<file path="src/rtl/mmpd_pkg.sv">
// ----------------------------------------------------------------------------
// mmpd_pkg
// Shared constants and types for the min/max peak decimator.
// ----------------------------------------------------------------------------
package mmpd_pkg;

  localparam int POS_BITS            = 32;
  localparam int CFG_DATA_BITS       = 32;
  localparam int WLOG_BITS           = 4;
  localparam int SAMPLE_BITS_DEF     = 16;
  localparam int MAX_WINDOW_LOG2_DEF = 15;
  localparam int REC_QUEUE_DEPTH     = 2;

  localparam logic [WLOG_BITS-1:0] WINDOW_LOG2_RST = WLOG_BITS'(2);
  localparam logic [POS_BITS-1:0]  HALF_SPAN_RST   = '0;

  typedef enum logic [0:0] {
    CFG_WINDOW_LOG2 = 1'b0,
    CFG_HALF_SPAN   = 1'b1
  } cfg_reg_t;

  // status of the window record queue
  typedef struct packed {
    logic full;
    logic empty;
  } rq_status_t;

endpackage

</file>
<file path="src/rtl/mmpd_front.sv">
// ----------------------------------------------------------------------------
// mmpd_front
// Tracks min/max and their first offsets per window; builds a window record
// when the window completes.
// ----------------------------------------------------------------------------
module mmpd_front #(
  parameter int SAMPLE_BITS     = mmpd_pkg::SAMPLE_BITS_DEF,
  parameter int MAX_WINDOW_LOG2 = mmpd_pkg::MAX_WINDOW_LOG2_DEF
) (
  input  logic                                clk,
  input  logic                                rst,
  input  logic                                take,
  input  logic [mmpd_pkg::POS_BITS-1:0]       sample_x,
  input  logic signed [SAMPLE_BITS-1:0]       sample_y,
  input  logic [mmpd_pkg::WLOG_BITS-1:0]      window_log2,
  input  logic [mmpd_pkg::POS_BITS-1:0]       half_window_span,
  output logic                                rec_push,
  output logic [2*mmpd_pkg::POS_BITS+2*SAMPLE_BITS-1:0] rec_data
);

  localparam int OFS_W = MAX_WINDOW_LOG2 + 1;
  localparam int CNT_W = MAX_WINDOW_LOG2 + 2;
  localparam int LG_W  = $clog2(MAX_WINDOW_LOG2 + 2);

  logic [OFS_W-1:0]               sample_count;
  logic signed [SAMPLE_BITS-1:0]  running_max;
  logic signed [SAMPLE_BITS-1:0]  running_min;
  logic [OFS_W-1:0]               max_offset;
  logic [OFS_W-1:0]               min_offset;
  logic [mmpd_pkg::POS_BITS-1:0]  window_start_x;

  logic signed [SAMPLE_BITS-1:0]  max_next;
  logic signed [SAMPLE_BITS-1:0]  min_next;
  logic [OFS_W-1:0]               max_offset_next;
  logic [OFS_W-1:0]               min_offset_next;
  logic [mmpd_pkg::POS_BITS-1:0]  start_next;
  logic [OFS_W-1:0]               count_next;

  logic [LG_W-1:0]                shift_amt;
  logic [CNT_W-1:0]               win_len;
  logic [CNT_W-1:0]               count_inc;
  logic                           done;
  logic                           min_first;
  logic                           max_later;
  logic signed [SAMPLE_BITS-1:0]  first_y;
  logic signed [SAMPLE_BITS-1:0]  second_y;
  logic [mmpd_pkg::POS_BITS-1:0]  second_x;

  // window log saturates at the largest supported length
  always_comb begin
    if (int'(window_log2) > MAX_WINDOW_LOG2) begin
      shift_amt = LG_W'(MAX_WINDOW_LOG2 + 1);
    end else begin
      shift_amt = LG_W'(window_log2) + LG_W'(1);
    end
    win_len = CNT_W'(1) << shift_amt;
  end

  always_comb begin
    if (sample_count == '0) begin
      start_next      = sample_x;
      max_next        = sample_y;
      min_next        = sample_y;
      max_offset_next = '0;
      min_offset_next = '0;
    end else begin
      start_next      = window_start_x;
      max_next        = running_max;
      min_next        = running_min;
      max_offset_next = max_offset;
      min_offset_next = min_offset;
      if (sample_y > running_max) begin
        max_next        = sample_y;
        max_offset_next = sample_count;
      end
      if (sample_y < running_min) begin
        min_next        = sample_y;
        min_offset_next = sample_count;
      end
    end
    count_inc  = {1'b0, sample_count} + CNT_W'(1);
    done       = (count_inc >= win_len);
    count_next = done ? '0 : count_inc[OFS_W-1:0];

    // equal offsets fall through to the max on both points
    min_first = (min_offset_next < max_offset_next);
    max_later = (min_offset_next > max_offset_next);
    first_y   = min_first ? min_next : max_next;
    second_y  = max_later ? min_next : max_next;
    second_x  = start_next + half_window_span;
  end

  assign rec_push = take && done;
  assign rec_data = {start_next, second_x, first_y, second_y};

  always_ff @(posedge clk) begin
    if (rst) begin
      sample_count   <= '0;
      running_max    <= '0;
      running_min    <= '0;
      max_offset     <= '0;
      min_offset     <= '0;
      window_start_x <= '0;
    end else if (take) begin
      sample_count   <= count_next;
      running_max    <= max_next;
      running_min    <= min_next;
      max_offset     <= max_offset_next;
      min_offset     <= min_offset_next;
      window_start_x <= start_next;
    end
  end

endmodule

</file>
<file path="src/rtl/mmpd_rec_fifo.sv">
// ----------------------------------------------------------------------------
// mmpd_rec_fifo
// Short queue of completed window records between front and back.
// ----------------------------------------------------------------------------
module mmpd_rec_fifo #(
  parameter int WIDTH = 2 * mmpd_pkg::POS_BITS + 2 * mmpd_pkg::SAMPLE_BITS_DEF
) (
  input  logic                   clk,
  input  logic                   rst,
  input  logic                   wr_en,
  input  logic [WIDTH-1:0]       wr_data,
  input  logic                   rd_en,
  output logic [WIDTH-1:0]       rd_data,
  output mmpd_pkg::rq_status_t   status
);

  localparam int DEPTH = mmpd_pkg::REC_QUEUE_DEPTH;
  localparam int PTR_W = (DEPTH > 1) ? $clog2(DEPTH) : 1;
  localparam int CNT_W = $clog2(DEPTH + 1);

  logic [WIDTH-1:0] mem [DEPTH];
  logic [PTR_W-1:0] wr_ptr;
  logic [PTR_W-1:0] rd_ptr;
  logic [CNT_W-1:0] fill;

  logic do_wr;
  logic do_rd;

  assign status.full  = (fill == CNT_W'(DEPTH));
  assign status.empty = (fill == '0);
  assign do_wr   = wr_en && !status.full;
  assign do_rd   = rd_en && !status.empty;
  assign rd_data = mem[rd_ptr];

  always_ff @(posedge clk) begin
    if (do_wr) begin
      mem[wr_ptr] <= wr_data;
    end
  end

  always_ff @(posedge clk) begin
    if (rst) begin
      wr_ptr <= '0;
      rd_ptr <= '0;
      fill   <= '0;
    end else begin
      if (do_wr) begin
        wr_ptr <= (wr_ptr == PTR_W'(DEPTH - 1)) ? '0 : wr_ptr + PTR_W'(1);
      end
      if (do_rd) begin
        rd_ptr <= (rd_ptr == PTR_W'(DEPTH - 1)) ? '0 : rd_ptr + PTR_W'(1);
      end
      case ({do_wr, do_rd})
        2'b10:   fill <= fill + CNT_W'(1);
        2'b01:   fill <= fill - CNT_W'(1);
        default: fill <= fill;
      endcase
    end
  end

endmodule

</file>
<file path="src/rtl/mmpd_back.sv">
// ----------------------------------------------------------------------------
// mmpd_back
// Output register: turns each window record into its two points.
// ----------------------------------------------------------------------------
module mmpd_back #(
  parameter int SAMPLE_BITS = mmpd_pkg::SAMPLE_BITS_DEF
) (
  input  logic                                clk,
  input  logic                                rst,
  input  mmpd_pkg::rq_status_t                rq_status,
  input  logic [2*mmpd_pkg::POS_BITS+2*SAMPLE_BITS-1:0] rq_data,
  output logic                                rq_pop,
  input  logic                                pop,
  output logic                                empty,
  output logic [mmpd_pkg::POS_BITS-1:0]       point_x,
  output logic signed [SAMPLE_BITS-1:0]       point_y,
  output logic                                last_of_pair
);

  localparam int PB = mmpd_pkg::POS_BITS;

  logic                   cur_valid;
  logic                   phase;
  logic [PB-1:0]          cur_start_x;
  logic [PB-1:0]          cur_second_x;
  logic [SAMPLE_BITS-1:0] cur_first_y;
  logic [SAMPLE_BITS-1:0] cur_second_y;

  logic out_xfer;
  logic retire;

  assign out_xfer = pop && cur_valid;
  assign retire   = !cur_valid || (out_xfer && phase);
  assign rq_pop   = retire && !rq_status.empty;

  assign empty        = !cur_valid;
  assign last_of_pair = phase;
  assign point_x      = phase ? cur_second_x : cur_start_x;
  assign point_y      = $signed(phase ? cur_second_y : cur_first_y);

  always_ff @(posedge clk) begin
    if (rq_pop) begin
      {cur_start_x, cur_second_x, cur_first_y, cur_second_y} <= rq_data;
    end
  end

  always_ff @(posedge clk) begin
    if (rst) begin
      cur_valid <= 1'b0;
      phase     <= 1'b0;
    end else if (retire) begin
      cur_valid <= !rq_status.empty;
      phase     <= 1'b0;
    end else if (out_xfer) begin
      phase <= 1'b1;
    end
  end

endmodule

</file>
<file path="src/rtl/minmax_peak_decimator.sv">
// ----------------------------------------------------------------------------
// minmax_peak_decimator
// Min/max peak-detect decimation of a (position, sample) stream.
// ----------------------------------------------------------------------------
// Takes one sample per cycle while full is low. Every window of 2^(window_log2+1)
// samples yields two points, the earlier extreme at the window start and the
// later one at start + half_window_span; the pair leaves over two pops from
// the output register. The front folds each sample into the running min/max
// in the cycle it is taken; completed windows wait in a two-entry record
// queue, and full rises only while that queue holds two unread windows.
// A partial window emits nothing. Registers are written over the cfg port,
// which is always ready.
module minmax_peak_decimator #(
  parameter int SAMPLE_BITS     = mmpd_pkg::SAMPLE_BITS_DEF,
  parameter int MAX_WINDOW_LOG2 = mmpd_pkg::MAX_WINDOW_LOG2_DEF
) (
  input  logic                                   clk,
  input  logic                                   rst,
  input  logic                                   push,
  output logic                                   full,
  input  logic [mmpd_pkg::POS_BITS-1:0]          sample_x,
  input  logic signed [SAMPLE_BITS-1:0]          sample_y,
  input  logic                                   pop,
  output logic                                   empty,
  output logic [mmpd_pkg::POS_BITS-1:0]          point_x,
  output logic signed [SAMPLE_BITS-1:0]          point_y,
  output logic                                   last_of_pair,
  input  logic                                   cfg_valid,
  output logic                                   cfg_ready,
  input  logic [0:0]                             cfg_index,
  input  logic [mmpd_pkg::CFG_DATA_BITS-1:0]     cfg_data
);

  localparam int REC_W = 2 * mmpd_pkg::POS_BITS + 2 * SAMPLE_BITS;

  logic [mmpd_pkg::WLOG_BITS-1:0] window_log2;
  logic [mmpd_pkg::POS_BITS-1:0]  half_window_span;

  logic                 take;
  logic                 rec_push;
  logic [REC_W-1:0]     rec_data;
  logic                 rq_pop;
  logic [REC_W-1:0]     rq_data;
  mmpd_pkg::rq_status_t rq_status;

  assign cfg_ready = 1'b1;
  assign full      = rq_status.full;
  assign take      = push && !full;

  always_ff @(posedge clk) begin
    if (rst) begin
      window_log2      <= mmpd_pkg::WINDOW_LOG2_RST;
      half_window_span <= mmpd_pkg::HALF_SPAN_RST;
    end else if (cfg_valid && cfg_ready) begin
      unique case (cfg_index)
        mmpd_pkg::CFG_WINDOW_LOG2: window_log2      <= cfg_data[mmpd_pkg::WLOG_BITS-1:0];
        mmpd_pkg::CFG_HALF_SPAN:   half_window_span <= cfg_data[mmpd_pkg::POS_BITS-1:0];
        default: ;
      endcase
    end
  end

  mmpd_front #(
    .SAMPLE_BITS     (SAMPLE_BITS),
    .MAX_WINDOW_LOG2 (MAX_WINDOW_LOG2)
  ) u_front (
    .clk              (clk),
    .rst              (rst),
    .take             (take),
    .sample_x         (sample_x),
    .sample_y         (sample_y),
    .window_log2      (window_log2),
    .half_window_span (half_window_span),
    .rec_push         (rec_push),
    .rec_data         (rec_data)
  );

  mmpd_rec_fifo #(
    .WIDTH (REC_W)
  ) u_rec_fifo (
    .clk     (clk),
    .rst     (rst),
    .wr_en   (rec_push),
    .wr_data (rec_data),
    .rd_en   (rq_pop),
    .rd_data (rq_data),
    .status  (rq_status)
  );

  mmpd_back #(
    .SAMPLE_BITS (SAMPLE_BITS)
  ) u_back (
    .clk          (clk),
    .rst          (rst),
    .rq_status    (rq_status),
    .rq_data      (rq_data),
    .rq_pop       (rq_pop),
    .pop          (pop),
    .empty        (empty),
    .point_x      (point_x),
    .point_y      (point_y),
    .last_of_pair (last_of_pair)
  );

endmodule
</file>
<file path="config.mk">
export PLATFORM = sky130hd
export DESIGN_NAME = minmax_peak_decimator
export DESIGN_NICKNAME = d
export VERILOG_FILES = /design/src/rtl/mmpd_pkg.sv /design/src/rtl/mmpd_front.sv /design/src/rtl/mmpd_rec_fifo.sv /design/src/rtl/mmpd_back.sv /design/src/rtl/minmax_peak_decimator.sv
export SDC_FILE = /design/constraint.sdc
export NUM_CORES = 1
export LEC_CHECK = 0
export BUFFER_PORTS_ARGS = -buffer_cell sky130_fd_sc_hd__buf_2
export CORE_MARGIN = 3
export CORE_UTILIZATION = 61
export DETAILED_ROUTE_END_ITERATION = 10
export GPL_TIMING_DRIVEN = 0
export PLACE_DENSITY = 0.8
export SETUP_SLACK_MARGIN = 0.4
export SYNTH_ARGS = -nofsm -noshare
export SYNTH_HDL_FRONTEND = slang
export SYNTH_SLANG_ARGS = --single-unit
</file>
<file path="constraint.sdc">
create_clock -name clk -period 10.7 [get_ports clk]
set_input_delay 0.535 -clock clk [delete_from_list [all_inputs] [get_ports clk]]
set_output_delay 0.535 -clock clk [all_outputs]
set_load 0.02 [all_outputs]
</file>
Word level (Yosys, flattened, before mapping)
Memory sizes are Yosys's and may differ from the RTL's. A register that Yosys moved wholly into a read port is not among the register bits. Index checks and enable logic that the tools add are counted.

Output and inout port bits: 52. Input port bits: 86. Word-level logic and storage cells: 67. Memories kept: 1. Bits in writable memories: 192. Flip-flop bits (word level): 154.

Memory list: u_rec_fifo.mem (words 2, width 96, read ports 1, clocked after memory_dff 1, write ports 1, RTL line mmpd_rec_fifo.sv:21) `logic [WIDTH-1:0] mem [DEPTH];`.

$add $sub $neg: 7. Reductions and logical operators: 17. Bitwise operators: 1. $lt $le $gt $ge: 5. Shift operators: 1. Muxes and demuxes: 19. Equality and inequality tests: 3.

Operators with widths (number): two-way mux 16 bit (12); two-way mux 32 bit (2); adder 32 bit (1); > comparator 16 bit (2); less-than comparator 16 bit (2); adder 16 x 1 -> 17 bit (second input constant) (1); greater-or-equal comparator 17 bit (1); << shifter 1 x 5 -> 17 bit (first input constant) (1); logical NOT 16 bit (1); logical AND 1 bit (7); adder 4 x 1 -> 5 bit (second input constant) (1); == test 2 bit (second input constant) (2); two-way mux 1 bit (4); case mux 2 bit (2 select lines) (1); AND reduction 2 bit (2); logical NOT 1 bit (3); adder 1 bit (second input constant) (2); adder 2 x 1 -> 2 bit (second input constant) (1); == test 2 x 1 -> 1 bit (second input constant) (1); logical NOT 2 bit (1); nonzero test 2 bit (1); OR reduction 2 bit (1); subtractor 2 x 1 -> 2 bit (second input constant) (1); logical OR 1 bit (1); NOT 1 bit (1).

Depth between registers and ports, before layout
Gate-level depths: netlist of run 1.

Word-level depth: 7. Depth in mapped cells: 23. Mapped depth without buffers: 19.

By module
From an unflattened synthesis of run 1, not the netlist that was laid out.

Cells, all modules: 1803. Area, all modules: 21902.3 µm².

By module, submodules not included: mmpd_front (area an instance 9044.9 µm², cells each 1153, times used 1); mmpd_rec_fifo (area an instance 7151.9 µm², cells each 325, times used 1); mmpd_back (area an instance 3801.1 µm², cells each 159, times used 1); minmax_peak_decimator (area an instance 1904.3 µm², cells each 166, times used 1).

Least setup slack after synthesis of run 1
Ideal clock, no wire load.

Path type: reg2reg. Start: register u_front.sample_count[0]. End: memory u_rec_fifo.mem[0][0] (netlist name) (enable). Stages on the path, launching flop included: 16. Buffers on the path: 1. Setup slack: 3.249 ns. Data arrival time: 6.899 ns. Library setup time: 0.552 ns. Path through: dfxtp_1 ha_1 and3_1 and3_1 clkbuf_1 nand2_1 nor2_1 nand3_1 xnor2_1 ha_1 nand4_1 nor2_1 o21ai_0 o21ai_1 nand2_1 nor2_1.

Cells in the longest elaborated chain, start to end: 6.

Ends and longest elaborated chain: from (decl) (RTL line mmpd_front.sv:25) `logic [OFS_W-1:0] sample_count;`; from (signal assigned) (RTL line mmpd_front.sv:105) `sample_count <= count_next;`; adder 16 x 1 -> 17 bit (RTL line mmpd_front.sv:81) `count_inc = {1'b0, sample_count} + CNT_W'(1);`; greater-or-equal comparator 17 bit (RTL line mmpd_front.sv:82) `done = (count_inc >= win_len);`; logical AND 1 bit (RTL line mmpd_front.sv:93) `assign rec_push = take && done;`; logical AND 1 bit (RTL line mmpd_rec_fifo.sv:31) `assign do_wr = wr_en && !status.full;`; two-way mux 1 bit (RTL line mmpd_rec_fifo.sv:36) `if (do_wr) begin`; two-way mux 1 bit (not written as such) (RTL line mmpd_rec_fifo.sv:37) `mem[wr_ptr] <= wr_data;`; to (decl) (RTL line mmpd_rec_fifo.sv:21).

No other way between the ends.

Final worst setup path of run 1
Start: register u_front.sample_count[0]. End: memory u_rec_fifo.mem[1][60] (netlist name), data pin.

Cells in the longest elaborated chain, start to end: 3.

Ends and longest elaborated chain: logical NOT 16 bit (RTL line mmpd_front.sv:60) `if (sample_count == '0) begin`; two-way mux 32 bit (RTL line mmpd_front.sv:60); via rec_data[75] (RTL line minmax_peak_decimator.sv:41) `logic [REC_W-1:0] rec_data;`; adder 32 bit (RTL line mmpd_front.sv:90) `second_x = start_next + half_window_span;`; via rec_data[60] (RTL line minmax_peak_decimator.sv:41).

The timed path passes the listed nets, and every way through them passes these cells.

==> results of run 1 <==
==> cells by family (layout without fill, tap and decap cells) <==
| logic type | after synthesis | in the layout | share of synthesized area (%) |
|---|---|---|---|
| buffers and inverters | 187 | 412 | 3.49 |
| other | 1 | 5 | 0.0179 |
| and+or+nand+nor | 558 | 558 | 11.6 |
| muxes | 205 | 205 | 10.8 |
| AOI/OAI and AO/OA | 302 | 302 | 9.89 |
| DFF | 442 | 442 | 56.2 |
| xor gates and xnor gates | 47 | 47 | 1.97 |
| adders and majority gates | 101 | 101 | 6.08 |
==> cells in the mapped netlist, types with 5 or more instances <==
| cell | number | share of area [%] |
|---|---|---|
| edfxtp_1 | 288 | 41 |
| nand2_1 | 222 | 4.0 |
| nor2_1 | 176 | 3.2 |
| mux2_2 | 157 | 8.5 |
| dfxtp_1 | 154 | 15 |
| ha_1 | 100 | 6.0 |
| a21oi_1 | 95 | 2.3 |
| inv_1 | 82 | 1.5 |
| clkbuf_1 | 79 | 1.4 |
| mux2i_1 | 48 | 2.3 |
| nor3_1 | 46 | 1.1 |
| a21o_1 | 38 | 1.4 |
| nand3_1 | 29 | 0.69 |
| o21ai_0 | 29 | 0.69 |
| xnor2_1 | 27 | 1.1 |
| xor2_1 | 20 | 0.84 |
| a31oi_1 | 18 | 0.54 |
| nand2b_1 | 17 | 0.51 |
| o22ai_1 | 17 | 0.51 |
| a22o_1 | 16 | 0.67 |
| o32ai_1 | 16 | 0.67 |
| and3_1 | 15 | 0.45 |
| a211oi_1 | 13 | 0.47 |
| buf_2 | 13 | 0.31 |
| nand4_1 | 13 | 0.39 |
| o21a_1 | 10 | 0.36 |
| a221oi_2 | 9 | 0.65 |
| buf_1 | 9 | 0.16 |
| nor2b_1 | 9 | 0.27 |
| a221oi_1 | 7 | 0.29 |
| nand3b_1 | 7 | 0.25 |
| and2_1 | 5 | 0.15 |
| nor4_1 | 5 | 0.15 |
| o211ai_1 | 5 | 0.18 |
| o21ai_1 | 5 | 0.12 |
| or3_1 | 5 | 0.15 |
==> area by class of cell <==
type	count	area, um2
timing repair buffer	143	866
clock inverter	29	349
clock buffer	53	1200
fill	2309	9720
inverter	84	315
tap	448	561
sequential	442	11700
multi-input combinational	1214	8460
buffer	103	414
antenna	4	10.0
==> stage by stage <==
step	worst slack, ns	TNS [ns]	hold slack, ns	instance area (um2)
after floorplan	3.25	0	0.437	20900
after global placement	-0.151	-13.89	0.448	22100
after detailed placement	4.62	0	0.450	22300
after CTS	4.90	0	0.209	23900
after global routing	4.28	0	0.226	23900
final	4.72	0	0.227	23900
==> how the worst max path moves through the flow <==
stage                                  endpoint  slack, ns  cells after the start
after floorplan            u_rec_fifo.mem[0][0]       3.25                     15
after global placement     u_rec_fifo.mem[0][5]      -0.15                     15
after detailed placement  u_rec_fifo.mem[0][21]       4.62                     20
after CTS                 u_rec_fifo.mem[1][21]       4.90                     16
after global routing      u_rec_fifo.mem[1][63]       4.28                     17
final                     u_rec_fifo.mem[1][60]       4.72                     18
==> sequential cells by signal, summed over array words and instances (netlist names) <==
name	flops
half_window_span	32
u_back.cur_second_x	32
u_front.running_max	16
u_rec_fifo.rd_ptr	1
window_log2	4
u_rec_fifo.wr_ptr	1
u_back.last_of_pair	1
u_back.cur_first_y	16
u_front.running_min	16
u_back.cur_second_y	16
u_front.window_start_x	32
u_front.sample_count	16
u_rec_fifo.mem	192
u_front.min_offset	16
u_front.max_offset	16
u_back.cur_valid	1
u_rec_fifo.fill	2
u_back.cur_start_x	32
==> layer usage <==
metal | vias up | part of all wire [%] | routed length, um
met2 | 651 | 48 | 24700
met4 | 0 | 3.6 | 1850
li1 | 7052 | - | -
met5 | - | 0 | 0
met1 | 7397 | 42 | 21800
met3 | 130 | 6.8 | 3500
==> critical path: stages, from the launching register on <==
cell	delay [ns]
dfxtp_1	0.44
inv_1	0.15
ha_1	0.16
nor4b_1	0.44
and4_1	0.29
clkbuf_1	0.32
clkbuf_1	0.61
buf_2	0.40
nand2_1	0.10
nand2_1	0.13
ha_1	0.33
a211oi_1	0.30
nor2_1	0.08
a211oi_1	0.35
a21oi_1	0.22
o41ai_1	0.64
o21ai_1	0.33
mux2i_1	0.23
o2111ai_1	0.17
==> layout by cell type, fill, tap and decap left out, drive strengths merged, types with 85 or more instances in the layout <==
| cell | netlist | routed |
|---|---|---|
| ha | 100 | 100 |
| nand2 | 222 | 222 |
| mux2 | 157 | 157 |
| edfxtp | 288 | 288 |
| dfxtp | 154 | 154 |
| buf | 24 | 167 |
| clkbuf | 79 | 132 |
| a21oi | 95 | 95 |
| inv | 83 | 85 |
| nor2 | 176 | 176 |
==> where the power goes <==
group          leakage (uW)  switching (uW)  total (uW)  internal, uW
logic               0.00463             935        1470           539
clock network      0.000749             658        1630           973
registers           0.00390            97.0        2320          2220
==> flow_summary_export.csv, run 1 <==
group,metric,value,unit
synth,seq_area_frac_synth,56.2,%
global_route,use_met2,46.2,%
drt,post_drt_wl_per_cell,20.6,um
power,power.leakage,0.00928,uW
cts,tritoncts,"built",
setup_path,worstReg2RegStart,"u_front.sample_count[0]",
timing,max_freq,167,MHz
global_route,grt_pass1_wl,79900,um
cts,cts.sink_count,442,
power,power_density,227,nW/um2
drt,vias,15200,
setup_path,cp_max_fo,10,
flow_run,maxCapViolations,0,
cts,cts-root-buf,"clkbuf_16",
synth,synth_cell_types,65,
cts,clk_latency,0.55,ns
cts,max-clock-path-buffers,3,
synth,avgSynthCellArea,11.3,um2
drt,drc,0,
global_route,grt_util_met3,3.76,%
timing,worstMarginPinSlew,0.994,ns
floorplanning,start_util,62.2,%
global_route,busiest_layer,"met2",
timing,clock_skew,0.0201,ns
global_route,antenna_found_initial,4,
synth,ys_ff_latch,442,
min_path,holdPathEnd,"half_window_span[30]",
setup_path,crit_required,10.96,ns
global_route,grtUsageTotal,28.0,%
min_path,whs_path_depth,3,
synth,synth_area,20900,um2
floorplanning,rows,67,
min_path,hp-class,"in2reg",
place,gp_congestion,0.941,
floorplanning,die_h,191,um
global_route,grt_pass1_vias,15100,
cts,cts_buffers,44,
synth,synth-edff-count,288,
global_route,use_met1,37.7,%
synth,synthFlopType,"edfxtp_1",
timing,setup_violations,0,
cts,cts_resized,0,
setup_path,r2r_end,"u_rec_fifo.mem[1][60]",
global_route,grt_max_degree,59,
drt,drt_iter0_drc,1514,
setup_path,cp-start-kind,"flip-flop",
cts,post-cts-setup-buffers,0,
cts,htree_levels,2,
setup_path,path_class,"reg2reg",
synth,ys_warn_count,0,
final_layout,instances_no_fill,2520,
timing,min_period,5.98,ns
timing,maxSlewHeadroom,33.7,%
final_layout,area_growth,14.4,%
setup_path,crit_path_end_kind,"flip-flop",
timing,rsz0062_at_grt,"false",
drt,final_antenna_net_count,0,
floorplanning,die_x,191,um
synth,synth_cells,1843,
global_route,grt_overflow,0,
final_layout,drive_above_1_share,19.8,%
min_path,hp-start,"cfg_data[30]",
final_layout,final_util,71.1,%
place,dp_hpwl,36300,um
floorplanning,die_area,36500,um2
synth,syn_nets,2030,
floorplanning,io_pins,138,
power,fin_total_pwr,5420,uW
timing,maxSlewViolCount,0,
floorplanning,core_area,33600,um2
cts,path_clk_slew,0.06,ns
setup_path,r2r_setup_slack,4.72,ns
setup_path,rr_worst_depth,18,
drt,first_pass_iters,5,
run_status,outcome,"complete, no violations",
place,dp.cells,2434,
place,portBuffers,135,
final_layout,nets,2219,
synth,synth-async-reset-ratio,0,%
drt,finalWirelength,51800,um
setup_path,cp.arrival,6.24,ns
drt,post_drt_via_cell_ratio,6.04,
power,irDropWorstVdd,0.131,mV
timing,min_period_over_period,55.9,%
setup_path,crit_start,"u_front.sample_count[0]",
timing,hold_viol_final,0,
cts,post_cts_hold_buffer_count,0,
(Power assumes the default switching activity.)
==> run 2, diff against run 1 <==
- clock period: 10.7 -> 5.7 ns (I/O delays scaled with it)
==> flow_summary_export.csv, run 2 (same netlist as run 1, synthesis figures left out) <==
group,metric,value,unit
floorplanning,rows,67,
min_path,hp-start,"cfg_data[10]",
final_layout,instances_no_fill,2543,
min_path,hp-class,"in2reg",
drt,highest_layer,"met5",
min_path,whs_path_depth,3,
final_layout,largest_reg_flops,192,
place,dp_hpwl,35500,um
timing,hold_viol_final,0,
setup_path,cp_slowest_stage_delay,0.44,ns
drt,dr_wl_met3,4070,um
setup_path,crit_required,5.97,ns
timing,min_period,5.12,ns
global_route,grtUsageTotal,27.6,%
drt,post_drt_via_cell_ratio,6.04,
cts,clk_latency,0.55,ns
timing,setup_violations,0,
final_layout,nets,2244,
setup_path,path_class,"reg2reg",
final_layout,area_growth,15.7,%
power,fin_total_pwr,10000,uW
final_layout,final_common_cell,"edfxtp_1",
setup_path,r2r_setup_slack,0.58,ns
drt,post_drt_wl_per_cell,20.3,um
cts,tritoncts,"built",
cts,htree_levels,2,
floorplanning,core_area,33600,um2
timing,maxSlewViolCount,0,
global_route,antenna_found_initial,2,
setup_path,rr_worst_depth,17,
floorplanning,die_x,191,um
drt,vias,15400,
setup_path,cp.arrival,5.39,ns
final_layout,layout_common_cells,"edfxtp_1, nand2_1, nor2_1",
setup_path,cp-start-kind,"flip-flop",
floorplanning,die_h,191,um
cts,max-clock-path-buffers,3,
final_layout,largest-register,"u_rec_fifo.mem",
timing,whs,0.0124,ns
timing,min_period_over_period,89.8,%
global_route,grt_overflow,0,
drt,drt_iter0_drc,1496,
global_route,grt_pass1_vias,15000,
setup_path,r2r_end,"u_rec_fifo.mem[0][61]",
run_status,outcome,"complete, no violations",
floorplanning,start_util,62.2,%
timing,tns,0,ns
setup_path,slowest_stage,"dfxtp_1",
timing,clock_skew,0.0198,ns
power,power.leakage,0.00939,uW
power,power_density,415,nW/um2
timing,rsz0062_at_grt,"true",
setup_path,crit_family,"compound AO/OA/AOI/OAI gates",
place,dp.cells,2434,
cts,cts-root-buf,"clkbuf_16",
setup_path,cp_max_fo,10,
setup_path,cp_cell_sequence,"inv_1 > ha_1 > nor4b_2 > and4_1 > clkbuf_1 > buf_4 > mux2i_2 > inv_1 > ha_1 > a211oi_1 > o21ai_0 > o21a_1 > a211o_1 > a21oi_1 > a21o_1 > o21ai_0 > xor2_1",
drt,finalWirelength,51500,um
flow_run,maxCapViolations,0,
drt,final_antenna_net_count,0,
place,gp_congestion,0.936,
floorplanning,die_area,36500,um2
drt,drt-met1-wl,21400,um
drt,drc,0,
cts,cts_buffers,45,
global_route,grt_max_degree,53,
setup_path,cp.buffers_inverters,4,
timing,worstMarginPinSlew,0.952,ns
place,portBuffers,135,
cts,cts.sink_count,442,
drt,first_pass_iters,6,
drt,wl_met2,23700,um
min_path,holdPathEnd,"half_window_span[10]",
cts,path_clk_slew,0.06,ns
power,irDropWorstVdd,0.279,mV
final_layout,drive_above_1_share,20.4,%
setup_path,worstReg2RegStart,"u_front.sample_count[0]",
global_route,grt_pass1_wl,79300,um
timing,maxSlewHeadroom,36.5,%
floorplanning,io_pins,138,
timing,max_freq,195,MHz
setup_path,crit_path_end_kind,"flip-flop",
run 2: timing repair:
action | in CTS | in global routing
pin swaps | 0 | 2
gates resized for setup | 14 | 33
hold buffers | 22 | 0
hold endpoints to repair | 23 | 0
setup buffers | 0 | 2
setup endpoints to repair | 116 | 181
run 2: area by class of cell:
class	count	area [um2]
Tap cell	448	561
Clock buffer	66	1260
Timing Repair Buffer	167	1100
Fill cell	2283	9440
Inverter	84	315
Multi-Input combinational cell	1214	8590
Sequential cell	442	11700
Buffer	103	444
Antenna cell	2	5.00
Clock inverter	17	180
run 2: worst max-delay path by stage:
stage	slack [ns]	start	end	cells after the start
6_report	0.58	u_front.sample_count[0]	u_rec_fifo.mem[0][61]	17
5_1_grt	0.37	u_front.sample_count[0]	u_rec_fifo.mem[1][6]	15
4_1_cts	0.41	u_front.running_min[9]	u_rec_fifo.mem[1][2]	23
3_5_place_dp	-0.15	u_front.sample_count[0]	u_rec_fifo.mem[1][63]	17
3_3_place_gp	-0.87	u_front.sample_count[0]	u_rec_fifo.mem[0][5]	15
2_1_floorplan	0.92	u_front.sample_count[0]	u_rec_fifo.mem[0][0]	15
run 2: worst min-delay path, cell delays in order:
cell	delay (ns)
buf_2	0.11
nand2_1	0.06
a21oi_1	0.05
run 2: report_power, final:
| part | total, uW | internal, uW | switching [uW] |
|---|---|---|---|
| Sequential | 4340 | 4160 | 180 |
| Clock | 2880 | 1670 | 1200 |
| Combinational | 2820 | 1050 | 1770 |
run 2: through the flow:
| step | area [um2] | setup slack [ns] | utilization [%] |
|---|---|---|---|
| after CTS | 24000 | 0.413 | 71.5 |
| final | 24200 | 0.581 | 71.9 |
| after detailed placement | 22300 | -0.149 | 66.5 |
| after global placement | 22100 | -0.867 | 65.9 |
| after global routing | 24200 | 0.374 | 71.9 |
| after floorplan | 20900 | 0.919 | - |
run 2: layer usage:
layer,up-vias,track usage (%)
li1,7109,-
met1,7378,37.3
met2,719,44.2
met3,163,4.68
met4,2,12.3
met5,-,0
